--- src/hdl/sgrc_pkg.sv ---
// ----------------------------------------------------------------------------
// sgrc_pkg
// Shared types and codes for the scatter-gather read cursor: transaction
// payloads, segment table entry, controller commands and datapath status.
// ----------------------------------------------------------------------------
package sgrc_pkg;

  // transaction modes
  localparam logic [2:0] MODE_PUSH   = 3'd0;
  localparam logic [2:0] MODE_FINISH = 3'd1;
  localparam logic [2:0] MODE_READ   = 3'd2;
  localparam logic [2:0] MODE_SEEK   = 3'd3;
  localparam logic [2:0] MODE_CLEAR  = 3'd4;

  // result status codes
  localparam logic [1:0] ST_OK    = 2'd0;
  localparam logic [1:0] ST_MISS  = 2'd1;
  localparam logic [1:0] ST_FULL  = 2'd2;
  localparam logic [1:0] ST_EMPTY = 2'd3;

  // segment table read address select
  localparam logic [1:0] RA_J1 = 2'd0;
  localparam logic [1:0] RA_J2 = 2'd1;
  localparam logic [1:0] RA_I  = 2'd2;
  localparam logic [1:0] RA_I1 = 2'd3;

  typedef struct packed {
    logic [2:0]  mode;
    logic [47:0] position;
    logic [31:0] length;
    logic [47:0] seg_addr;
  } sgrc_in_t;

  typedef struct packed {
    logic [1:0]  status;
    logic [47:0] out_addr;
    logic [31:0] read_len;
    logic [31:0] bytes_left;
  } sgrc_out_t;

  typedef struct packed {
    logic [47:0] pos;
    logic [31:0] len;
    logic [47:0] base;
  } sgrc_entry_t;

  // controller to datapath
  typedef struct packed {
    logic       cap;
    logic       push_init;
    logic       i_zero;
    logic       push_shift;
    logic       push_write;
    logic       seek_step;
    logic       seek_load;
    logic       load_seg;
    logic       rem_total;
    logic       read_exec;
    logic       cur_idle;
    logic       clear;
    logic [1:0] rd_sel;
    logic       finish;
    logic [1:0] code;
  } sgrc_cmd_t;

  // datapath to controller
  typedef struct packed {
    logic full;
    logic ovf;
    logic cnt_zero;
    logic seek_same;
    logic active;
    logic j_zero;
    logic push_gt;
    logic range_out;
    logic scan_lt;
    logic scan_hit;
    logic scan_last;
    logic used_up;
    logic has_next;
    logic req_finish;
  } sgrc_stat_t;

endpackage

--- src/hdl/sgrc_ram.sv ---
// ----------------------------------------------------------------------------
// sgrc_ram
// Generic single write port, single read port RAM with registered read data.
// ----------------------------------------------------------------------------
module sgrc_ram #(
  parameter int WIDTH = 128,
  parameter int DEPTH = 16
) (
  input  logic                     clk,
  input  logic                     we,
  input  logic [$clog2(DEPTH)-1:0] waddr,
  input  logic [WIDTH-1:0]         wdata,
  input  logic [$clog2(DEPTH)-1:0] raddr,
  output logic [WIDTH-1:0]         rdata
);

  logic [WIDTH-1:0] mem [DEPTH];

  // write port and registered read port
  always_ff @(posedge clk) begin
    if (we) begin
      mem[waddr] <= wdata;
    end
    rdata <= mem[raddr];
  end

endmodule

--- src/hdl/sgrc_ctrl.sv ---
// ----------------------------------------------------------------------------
// sgrc_ctrl
// Controller state machine: decodes each transaction and sequences the
// segment table walks for sorted insert, seek and cursor loads.
// ----------------------------------------------------------------------------
module sgrc_ctrl import sgrc_pkg::*; (
  input  logic       clk,
  input  logic       rst,
  input  logic       start,
  input  logic [2:0] mode,
  input  sgrc_stat_t st,
  output sgrc_cmd_t  cmd,
  output logic       busy
);

  localparam logic [3:0] S_IDLE      = 4'd0;
  localparam logic [3:0] S_PUSH_RD   = 4'd1;
  localparam logic [3:0] S_PUSH_CHK  = 4'd2;
  localparam logic [3:0] S_PUSH_WR   = 4'd3;
  localparam logic [3:0] S_SEEK_RD   = 4'd4;
  localparam logic [3:0] S_SEEK_RNG  = 4'd5;
  localparam logic [3:0] S_SEEK_SCAN = 4'd6;
  localparam logic [3:0] S_SEEK_LOAD = 4'd7;
  localparam logic [3:0] S_LOAD_RD   = 4'd8;
  localparam logic [3:0] S_LOAD      = 4'd9;
  localparam logic [3:0] S_READ      = 4'd10;

  logic [3:0] state, state_next;

  assign busy = (state != S_IDLE);

  // state register
  always_ff @(posedge clk) begin
    if (rst) begin
      state <= S_IDLE;
    end else begin
      state <= state_next;
    end
  end

  // next state and command decode
  always_comb begin
    state_next = state;
    cmd        = '0;
    cmd.rd_sel = RA_I;
    case (state)
      S_IDLE: begin
        if (start) begin
          cmd.cap = 1'b1;
          case (mode)
            MODE_PUSH: begin
              if (st.full || st.ovf) begin
                cmd.finish = 1'b1;
                cmd.code   = ST_FULL;
              end else begin
                cmd.push_init = 1'b1;
                state_next    = S_PUSH_RD;
              end
            end
            MODE_FINISH: begin
              if (st.cnt_zero) begin
                cmd.cur_idle = 1'b1;
                cmd.finish   = 1'b1;
                cmd.code     = ST_EMPTY;
              end else begin
                cmd.i_zero = 1'b1;
                state_next = S_LOAD_RD;
              end
            end
            MODE_READ: begin
              if (st.active) begin
                state_next = S_READ;
              end else begin
                cmd.finish = 1'b1;
                cmd.code   = ST_MISS;
              end
            end
            MODE_SEEK: begin
              if (st.cnt_zero) begin
                cmd.finish = 1'b1;
                cmd.code   = ST_MISS;
              end else if (st.seek_same) begin
                cmd.finish = 1'b1;
                cmd.code   = ST_OK;
              end else begin
                cmd.i_zero = 1'b1;
                state_next = S_SEEK_RD;
              end
            end
            MODE_CLEAR: begin
              cmd.clear  = 1'b1;
              cmd.finish = 1'b1;
              cmd.code   = ST_OK;
            end
            default: begin
              cmd.finish = 1'b1;
              cmd.code   = ST_MISS;
            end
          endcase
        end
      end
      // sorted insert: walk down from the tail, moving larger entries up
      S_PUSH_RD: begin
        cmd.rd_sel = RA_J1;
        state_next = S_PUSH_CHK;
      end
      S_PUSH_CHK: begin
        if (st.j_zero || !st.push_gt) begin
          state_next = S_PUSH_WR;
        end else begin
          cmd.push_shift = 1'b1;
          cmd.rd_sel     = RA_J2;
        end
      end
      S_PUSH_WR: begin
        cmd.push_write = 1'b1;
        cmd.finish     = 1'b1;
        cmd.code       = ST_OK;
        state_next     = S_IDLE;
      end
      // seek: span check against the first segment, then scan in order
      S_SEEK_RD: begin
        state_next = S_SEEK_RNG;
      end
      S_SEEK_RNG: begin
        if (st.range_out) begin
          cmd.finish = 1'b1;
          cmd.code   = ST_MISS;
          state_next = S_IDLE;
        end else begin
          state_next = S_SEEK_SCAN;
        end
      end
      S_SEEK_SCAN: begin
        if (st.scan_lt) begin
          cmd.finish = 1'b1;
          cmd.code   = ST_MISS;
          state_next = S_IDLE;
        end else if (st.scan_hit) begin
          state_next = S_SEEK_LOAD;
        end else if (st.scan_last) begin
          cmd.finish = 1'b1;
          cmd.code   = ST_MISS;
          state_next = S_IDLE;
        end else begin
          cmd.seek_step = 1'b1;
          cmd.rd_sel    = RA_I1;
        end
      end
      S_SEEK_LOAD: begin
        cmd.seek_load = 1'b1;
        cmd.finish    = 1'b1;
        cmd.code      = ST_OK;
        state_next    = S_IDLE;
      end
      // cursor load from the table, for finish and segment advance
      S_LOAD_RD: begin
        state_next = S_LOAD;
      end
      S_LOAD: begin
        cmd.load_seg  = 1'b1;
        cmd.rem_total = st.req_finish;
        cmd.finish    = 1'b1;
        cmd.code      = ST_OK;
        state_next    = S_IDLE;
      end
      S_READ: begin
        cmd.read_exec = 1'b1;
        if (st.used_up && st.has_next) begin
          state_next = S_LOAD_RD;
        end else begin
          cmd.finish = 1'b1;
          cmd.code   = ST_OK;
          state_next = S_IDLE;
        end
      end
      default: begin
        state_next = S_IDLE;
      end
    endcase
  end

endmodule

--- src/hdl/sgrc_datapath.sv ---
// ----------------------------------------------------------------------------
// sgrc_datapath
// Segment table RAM, cursor and byte count registers, the compare and
// arithmetic used by insert, seek and read, and the result register.
// ----------------------------------------------------------------------------
module sgrc_datapath import sgrc_pkg::*; #(
  parameter int MAX_SEGMENTS = 16
) (
  input  logic       clk,
  input  logic       rst,
  input  sgrc_in_t   item,
  input  sgrc_cmd_t  cmd,
  output sgrc_stat_t st,
  output sgrc_out_t  result,
  output logic       done
);

  localparam int IDX_W = $clog2(MAX_SEGMENTS);
  localparam int CNT_W = $clog2(MAX_SEGMENTS + 1);

  // architectural state
  logic [CNT_W-1:0] count;
  logic [31:0]      total;
  logic [31:0]      remaining;
  logic [IDX_W-1:0] cur_index;
  logic             cur_active;
  logic [47:0]      cur_pos;
  logic [31:0]      cur_len;
  logic [47:0]      cur_addr;

  // working registers
  sgrc_in_t         req;
  logic [IDX_W-1:0] j;
  logic [IDX_W-1:0] i;
  logic [31:0]      done_sum;
  logic [31:0]      off;
  logic [1:0]       res_status;
  logic [47:0]      res_addr;
  logic [31:0]      res_len;

  // table port
  logic             we;
  logic [IDX_W-1:0] waddr;
  sgrc_entry_t      wdata;
  logic [IDX_W-1:0] raddr;
  sgrc_entry_t      rd;
  logic [$bits(sgrc_entry_t)-1:0] rdata;

  // combinational terms
  logic [32:0]      sum_total;
  logic [32:0]      rem_push;
  logic [48:0]      span_end;
  logic [47:0]      off_full;
  logic [CNT_W-1:0] i_plus;
  logic [CNT_W-1:0] nx;
  logic [31:0]      grant;
  logic [31:0]      seek_used;

  sgrc_ram #(
    .WIDTH ($bits(sgrc_entry_t)),
    .DEPTH (MAX_SEGMENTS)
  ) u_table (
    .clk   (clk),
    .we    (we),
    .waddr (waddr),
    .wdata (wdata),
    .raddr (raddr),
    .rdata (rdata)
  );

  assign rd = sgrc_entry_t'(rdata);

  // table write: shift an entry up or place the new one
  assign we    = cmd.push_shift | cmd.push_write;
  assign waddr = j;
  assign wdata = cmd.push_shift ? rd :
                 sgrc_entry_t'{pos: req.position, len: req.length, base: req.seg_addr};

  // table read address
  always_comb begin
    case (cmd.rd_sel)
      RA_J1:   raddr = j - IDX_W'(1);
      RA_J2:   raddr = j - IDX_W'(1) - IDX_W'(1);
      RA_I:    raddr = i;
      RA_I1:   raddr = i + IDX_W'(1);
      default: raddr = i;
    endcase
  end

  // arithmetic and compares
  assign sum_total = {1'b0, total} + {1'b0, req.length};
  assign rem_push  = {1'b0, remaining} + {1'b0, req.length};
  assign span_end  = {1'b0, rd.pos} + {17'd0, total};
  assign off_full  = req.position - rd.pos;
  assign i_plus    = CNT_W'(i) + CNT_W'(1);
  assign nx        = CNT_W'(cur_index) + CNT_W'(1);
  assign grant     = (req.length <= cur_len) ? req.length : cur_len;
  assign seek_used = done_sum + off;

  // status to the controller
  always_comb begin
    st            = '0;
    st.full       = (count == CNT_W'(MAX_SEGMENTS));
    st.ovf        = ({1'b0, total} + {1'b0, item.length}) > 33'h0_FFFF_FFFF;
    st.cnt_zero   = (count == '0);
    st.seek_same  = cur_active && (item.position == cur_pos);
    st.active     = cur_active;
    st.j_zero     = (j == '0);
    st.push_gt    = (rd.pos > req.position);
    st.range_out  = (req.position < rd.pos) || ({1'b0, req.position} >= span_end);
    st.scan_lt    = (req.position < rd.pos);
    st.scan_hit   = !(req.position < rd.pos) && (off_full < {16'd0, rd.len});
    st.scan_last  = (i_plus >= count);
    st.used_up    = (req.length >= cur_len);
    st.has_next   = (nx < count);
    st.req_finish = (req.mode == MODE_FINISH);
  end

  // table bookkeeping and cursor state
  always_ff @(posedge clk) begin
    if (rst) begin
      count      <= '0;
      total      <= '0;
      remaining  <= '0;
      cur_index  <= '0;
      cur_active <= 1'b0;
      cur_pos    <= '0;
      cur_len    <= '0;
      cur_addr   <= '0;
      done       <= 1'b0;
    end else begin
      done <= cmd.finish;
      if (cmd.clear || cmd.cur_idle) begin
        cur_index  <= '0;
        cur_active <= 1'b0;
        cur_pos    <= '0;
        cur_len    <= '0;
        cur_addr   <= '0;
      end
      if (cmd.clear) begin
        count     <= '0;
        total     <= '0;
        remaining <= '0;
      end
      if (cmd.push_write) begin
        count     <= count + CNT_W'(1);
        total     <= sum_total[31:0];
        remaining <= (rem_push > sum_total) ? sum_total[31:0] : rem_push[31:0];
        if (cur_active && (j <= cur_index)) begin
          cur_index <= cur_index + IDX_W'(1);
        end
      end
      if (cmd.seek_load) begin
        cur_active <= 1'b1;
        cur_index  <= i;
        cur_pos    <= req.position;
        cur_len    <= rd.len - off;
        cur_addr   <= rd.base + {16'd0, off};
        remaining  <= total - seek_used;
      end
      if (cmd.load_seg) begin
        cur_active <= 1'b1;
        cur_index  <= i;
        cur_pos    <= rd.pos;
        cur_len    <= rd.len;
        cur_addr   <= rd.base;
        if (cmd.rem_total) begin
          remaining <= total;
        end
      end
      if (cmd.read_exec) begin
        remaining <= (grant >= remaining) ? 32'd0 : remaining - grant;
        if (req.length >= cur_len) begin
          if (!(nx < count)) begin
            cur_index  <= '0;
            cur_active <= 1'b0;
            cur_pos    <= '0;
            cur_len    <= '0;
            cur_addr   <= '0;
          end
        end else begin
          cur_len  <= cur_len - grant;
          cur_addr <= cur_addr + {16'd0, grant};
          cur_pos  <= cur_pos + {16'd0, grant};
        end
      end
    end
  end

  // walk indices, captured request and result payload
  always_ff @(posedge clk) begin
    off <= off_full[31:0];
    if (cmd.cap) begin
      req      <= item;
      res_addr <= '0;
      res_len  <= '0;
    end
    if (cmd.push_init) begin
      j <= count[IDX_W-1:0];
    end
    if (cmd.push_shift) begin
      j <= j - IDX_W'(1);
    end
    if (cmd.i_zero) begin
      i        <= '0;
      done_sum <= '0;
    end
    if (cmd.seek_step) begin
      i        <= i + IDX_W'(1);
      done_sum <= done_sum + rd.len;
    end
    if (cmd.read_exec) begin
      res_addr <= cur_addr;
      res_len  <= grant;
      i        <= nx[IDX_W-1:0];
    end
    if (cmd.finish) begin
      res_status <= cmd.code;
    end
  end

  // result transaction
  assign result.status     = res_status;
  assign result.out_addr   = res_addr;
  assign result.read_len   = res_len;
  assign result.bytes_left = remaining;

endmodule

--- src/hdl/scatter_gather_read_cursor_top.sv ---
// ----------------------------------------------------------------------------
// scatter_gather_read_cursor_top
// Sorted segment table with a read cursor: push, finish, read, seek, clear.
// ----------------------------------------------------------------------------
// A transaction is taken when start is high and busy is low; its result
// appears for exactly one cycle with done high, one cycle after the last
// cycle of work, and must be sampled then since the block cannot be stalled.
// Completed at decode: clear, unknown mode, seek to the cursor position and
// every request rejected at decode. A read that steps to the next segment
// loads it from the table; finish loads the first segment. A push walks one
// entry per stored segment with a larger position; a seek ends after the span
// check when the position is outside the covered span, else scans segments in
// order until one holds it or none can. The walks are set by the single
// registered read port of the segment table RAM, one entry a cycle. A new
// transaction can be taken in the cycle that done is high.
// ----------------------------------------------------------------------------
module scatter_gather_read_cursor_top import sgrc_pkg::*; #(
  parameter int MAX_SEGMENTS = 16
) (
  input  logic      clk,
  input  logic      rst,
  input  logic      start,
  output logic      busy,
  input  sgrc_in_t  item,
  output logic      done,
  output sgrc_out_t result
);

  sgrc_cmd_t  cmd;
  sgrc_stat_t st;

  sgrc_ctrl u_ctrl (
    .clk   (clk),
    .rst   (rst),
    .start (start),
    .mode  (item.mode),
    .st    (st),
    .cmd   (cmd),
    .busy  (busy)
  );

  sgrc_datapath #(
    .MAX_SEGMENTS (MAX_SEGMENTS)
  ) u_datapath (
    .clk    (clk),
    .rst    (rst),
    .item   (item),
    .cmd    (cmd),
    .st     (st),
    .result (result),
    .done   (done)
  );

  // an accepted transaction either completes next cycle or keeps the block busy
  a_accept_progress: assert property (@(posedge clk) disable iff (rst)
    (start && !busy) |=> (done || busy))
    else $error("accepted transaction neither completed nor in progress");

  // a result only follows work on a transaction
  a_done_after_work: assert property (@(posedge clk) disable iff (rst)
    done |-> ($past(busy) || $past(start)))
    else $error("result strobe without a transaction");

  // a finish on an empty table can only see zero bytes remaining
  a_empty_no_bytes: assert property (@(posedge clk) disable iff (rst)
    (done && (result.status == ST_EMPTY)) |-> (result.bytes_left == 32'd0))
    else $error("empty table reports remaining bytes");

endmodule
--- config.mk ---
export PLATFORM = sky130hd
export DESIGN_NAME = scatter_gather_read_cursor_top
export DESIGN_NICKNAME = d
export VERILOG_FILES = /design/src/hdl/sgrc_pkg.sv /design/src/hdl/sgrc_ram.sv /design/src/hdl/sgrc_ctrl.sv /design/src/hdl/sgrc_datapath.sv /design/src/hdl/scatter_gather_read_cursor_top.sv
export SDC_FILE = /design/constraint.sdc
export NUM_CORES = 2
export LEC_CHECK = 0
export BUFFER_PORTS_ARGS = -buffer_cell sky130_fd_sc_hd__buf_2
export CORE_MARGIN = 3
export CORE_UTILIZATION = 40
export DETAILED_ROUTE_END_ITERATION = 10
export PLACE_DENSITY_LB_ADDON = 0.12
export SLEW_MARGIN = 20
export SYNTH_ARGS = -nofsm -noshare
export SYNTH_HDL_FRONTEND = slang
export SYNTH_SLANG_ARGS = --single-unit
export TNS_END_PERCENT = 5
--- constraint.sdc ---
create_clock -name clk -period 25.2 [get_ports clk]
set_clock_uncertainty 0.15 [all_clocks]
set_input_delay 1.26 -clock clk [delete_from_list [all_inputs] [get_ports clk]]
set_output_delay 1.26 -clock clk [all_outputs]
set_load 0.005 [all_outputs]
==> metrics.log <==
[metrics] x dimension of the die: just under 600 µm
[metrics] top flip-flop cell by instance count after synthesis: sky130_fd_sc_hd__edfxtp_1
[metrics] warnings from Yosys: 0
[metrics] required time at the worst-slack endpoint: around 26 ns
[metrics] synthesized area: between 100,000 and 150,000 µm²
[metrics] portion of synthesized cell area occupied by the leading cell type: 0.511
[metrics] final count of negative-setup-slack endpoints: 0
[metrics] achievable clock frequency: 0.0797 GHz
[metrics] leakage power summed over all cells: 55.4 nW
[metrics] Post-CTS Hold Buffers: 0
[metrics] most common cell after layout, fill and taps aside: sky130_fd_sc_hd__edfxtp_1
[metrics] nature of the critical path startpoint: register
[metrics] clock insertion delay at the later pin of the skew report: just under 1 ns
[metrics] CTS buffer count: slightly above 300
[metrics] CTS HTree Levels: 5
[metrics] port buffer count: approximately 250
[metrics] share of cells above drive strength 1: 0.119
[metrics] number of rows in the core area: ~210
[metrics] Post-Route Setup TNS: 0 ns
[metrics] GRT Util Overall: 0.294
[metrics] arrival time at the worst endpoint: around 13 ns
[metrics] remaining number of nets flagged by the antenna check after routing: 0
[metrics] clock sink count: around 2,700
[metrics] area of the core: 335,000 µm²
[metrics] TritonCTS clock tree: yes
[metrics] Mean Syn Cell Area: ~12 µm²
[metrics] tightest slew margin relative to the limit: 0.150
[metrics] number of global-route vias before repair: about 98,000
[metrics] total I/O pin count: 250
[metrics] Worst Path Max Fanout: between 150 and 200
[metrics] PostCTS Resize Cnt: 0
[metrics] Root Buffer Master: sky130_fd_sc_hd__clkbuf_16
[metrics] number of inserted filler cells in the final layout: roughly 31,000
[metrics] total detailed-routing wirelength: roughly 530,000 µm
[metrics] Pins Over Slew Limit: 0
[metrics] average wire per cell in the routed design: about 32 µm
[metrics] post-route insts no fill: between 15,000 and 20,000
[metrics] largest incremental delay on the critical path: between 0.9 and 1 ns
[metrics] gpl congestion: 1.02
[metrics] number of iterations in the first detailed-routing pass: 8
[metrics] kind of capture point of the worst setup path: register
[metrics] final worst path period share: 0.498
[metrics] fin crit period: roughly 13 ns
[metrics] total via count in the routed design: around 100k
[metrics] Seq cells post-synth: approximately 2,700
[metrics] async set or reset register ratio after synthesis: 0
[metrics] register area share after synthesis: 0.565
[metrics] number of enable flip-flop cells after synthesis: 2,301
[metrics] power density over the cells: between 80 and 90 nW/µm²
[metrics] Cells after Synth: between 10,000 and 15,000
[metrics] number of nets produced by synthesis: approximately 12,000
[metrics] number of different library cells in the post-synthesis netlist: 84
[metrics] initial drt markers: about 12,000
[metrics] # Max-Cap Violations: 0
[metrics] remaining global-route overflow: 0
[metrics] commonest cells after routing, fill and taps aside: 2,301 x sky130_fd_sc_hd__edfxtp_1, 1,011 x sky130_fd_sc_hd__inv_1, 703 x sky130_fd_sc_hd__o211ai_1, 647 x sky130_fd_sc_hd__o41ai_1, 594 x sky130_fd_sc_hd__ha_1
[metrics] first-pass GRT wire length: between 700,000 and 800,000 µm
[metrics] setup repair after global routing missed its margin: false
[metrics] DP Wirelength: approximately 320,000 µm
[metrics] pin count of the biggest net entering global routing: roughly 180
[metrics] area of the die: 345,000 µm²
[metrics] Via-to-Cell Ratio: 6.32
[metrics] top area cells in the synthesized netlist: sky130_fd_sc_hd__edfxtp_1 51%, sky130_fd_sc_hd__ha_1 5.5%, sky130_fd_sc_hd__dfxtp_1 5.4%
[metrics] clock slew at reported path FFs: around 0.070 ns
[metrics] number of antenna violations at the first check in global routing: 33
[metrics] cell type with the highest aggregate area in the netlist: sky130_fd_sc_hd__edfxtp_1
[metrics] actual transition at the worst max-transition pin: approximately 1.3 ns
[metrics] result of the run: finished, final reports clean
[metrics] post-synthesis to final-layout area growth: 12.3%
[metrics] Top cell by count, worst path: sky130_fd_sc_hd__buf_4
[metrics] final hold vios: 0
[metrics] Placed Cells: 15,609
[metrics] Slowest-stage cell, CP: sky130_fd_sc_hd__buf_4
[metrics] DRC violation count after routing: 0
[metrics] Initial Utilization: 0.404
[metrics] class of the most critical setup path: register to register
[metrics] Hold Crit Class: input port to register
[metrics] DIE HEIGHT: between 500 and 600 µm
[metrics] start of the worst register-to-register path: u_datapath.req[80]
[metrics] number of buffers added for setup after CTS: 0
[metrics] start point of the critical path: u_datapath.req[80]
[metrics] Clock Path Buffers: 4
[metrics] nets: ~12,000
[metrics] critical hold path startpoint: item[26]
[metrics] worst voltage drop across the vdd grid: between 0.05 and 0.06 mV
==> critical path, delay by kind of cell, from the launching register on <==
kind	cells	cell delay, ns
flops	1	0.35
simple gates	13	2.47
mux	1	0.42
fa+ha+maj	3	0.93
xor+xnor	1	0.22
compound gates	12	3.16
buf+inv	7	4.26
==> Yosys cell counts (all sizes together), types with 71 or more instances <==
cell,n
edfxtp,2301
inv,1012
o211ai,704
clkbuf,658
o41ai,648
ha,594
a21oi,525
nand2,495
nor2,452
nand4,447
dfxtp,367
o21ai,365
nand3,290
xnor2,228
a21o,220
xor2,185
buf,170
mux2,146
o2111ai,143
nor3,135
mux4,128
and3,94
and2,85
nand2b,82
a211oi,75
nor2b,71
==> path summary, 6_finish.rpt <==
kind	end	slack (ns)	cells past startpoint
worst min register to register	u_datapath.count[4]	0.38	2
worst max register to register	u_datapath.u_table.rdata[56]	12.65	37
worst min-delay path	u_datapath.req[26]	0.33	1
worst max-delay path	u_datapath.u_table.rdata[56]	12.65	37
==> report_power, final <==
| part | internal [mW] | switching [mW] |
|---|---|---|
| sequential | 4.98 | 0.222 |
| combinational | 0.893 | 1.68 |
| clock | 2.64 | 1.90 |
==> metrics by stage <==
stage | worst slack, ns | hold WS [ns] | area (µm²) | utilization | total power [mW]
2_1_floorplan | 12.83 | 0.321 | 135000 | - | 6.80
3_3_place_gp | 12.97 | 0.332 | 142000 | 0.423 | 7.78
3_5_place_dp | 12.93 | 0.364 | 142000 | 0.423 | 7.79
4_1_cts | 12.82 | 0.274 | 152000 | 0.453 | 12.3
5_1_grt | 12.29 | 0.298 | 152000 | 0.454 | 12.8
6_report | 12.65 | 0.326 | 152000 | 0.454 | 12.3
==> layer usage <==
metal	GRT usage	share of wire
met3	0.0514	0.085
met2	0.441	0.44
met1	0.415	0.43
met4	0.130	0.050
met5	0	0.00018
==> flip-flops by register name (all words and copies together), names as in the netlist, 48 cells and up <==
register / count
u_datapath.req: 131
u_datapath.cur_addr: 48
u_datapath.res_addr: 48
u_datapath.cur_pos: 48
u_datapath.u_table.rdata: 128
u_datapath.u_table.mem: 2048
==> kinds of logic after synthesis <==
logic type,share of synthesized area
AOI/OAI and AO/OA,0.173
xor gates and xnor gates,0.0267
adders and majority gates,0.0613
buffers and inverters,0.0526
DFF,0.565
muxes,0.0351
and+or+nand+nor,0.0867
==> final cells by class <==
class / count / area (µm²) / share of cell area
antenna: 10 / 25.0 / 0.000165
multi-input combinational: 6898 / 52200 / 0.343
timing repair buffer: 539 / 3800 / 0.0250
tap: 4494 / 5620 / 0.0370
inverter: 1012 / 3800 / 0.0250
clock buffer: 414 / 8540 / 0.0562
sequential: 2668 / 76400 / 0.503
clock inverter: 156 / 1580 / 0.0104
Note: power is estimated with default switching activity, not from simulation.
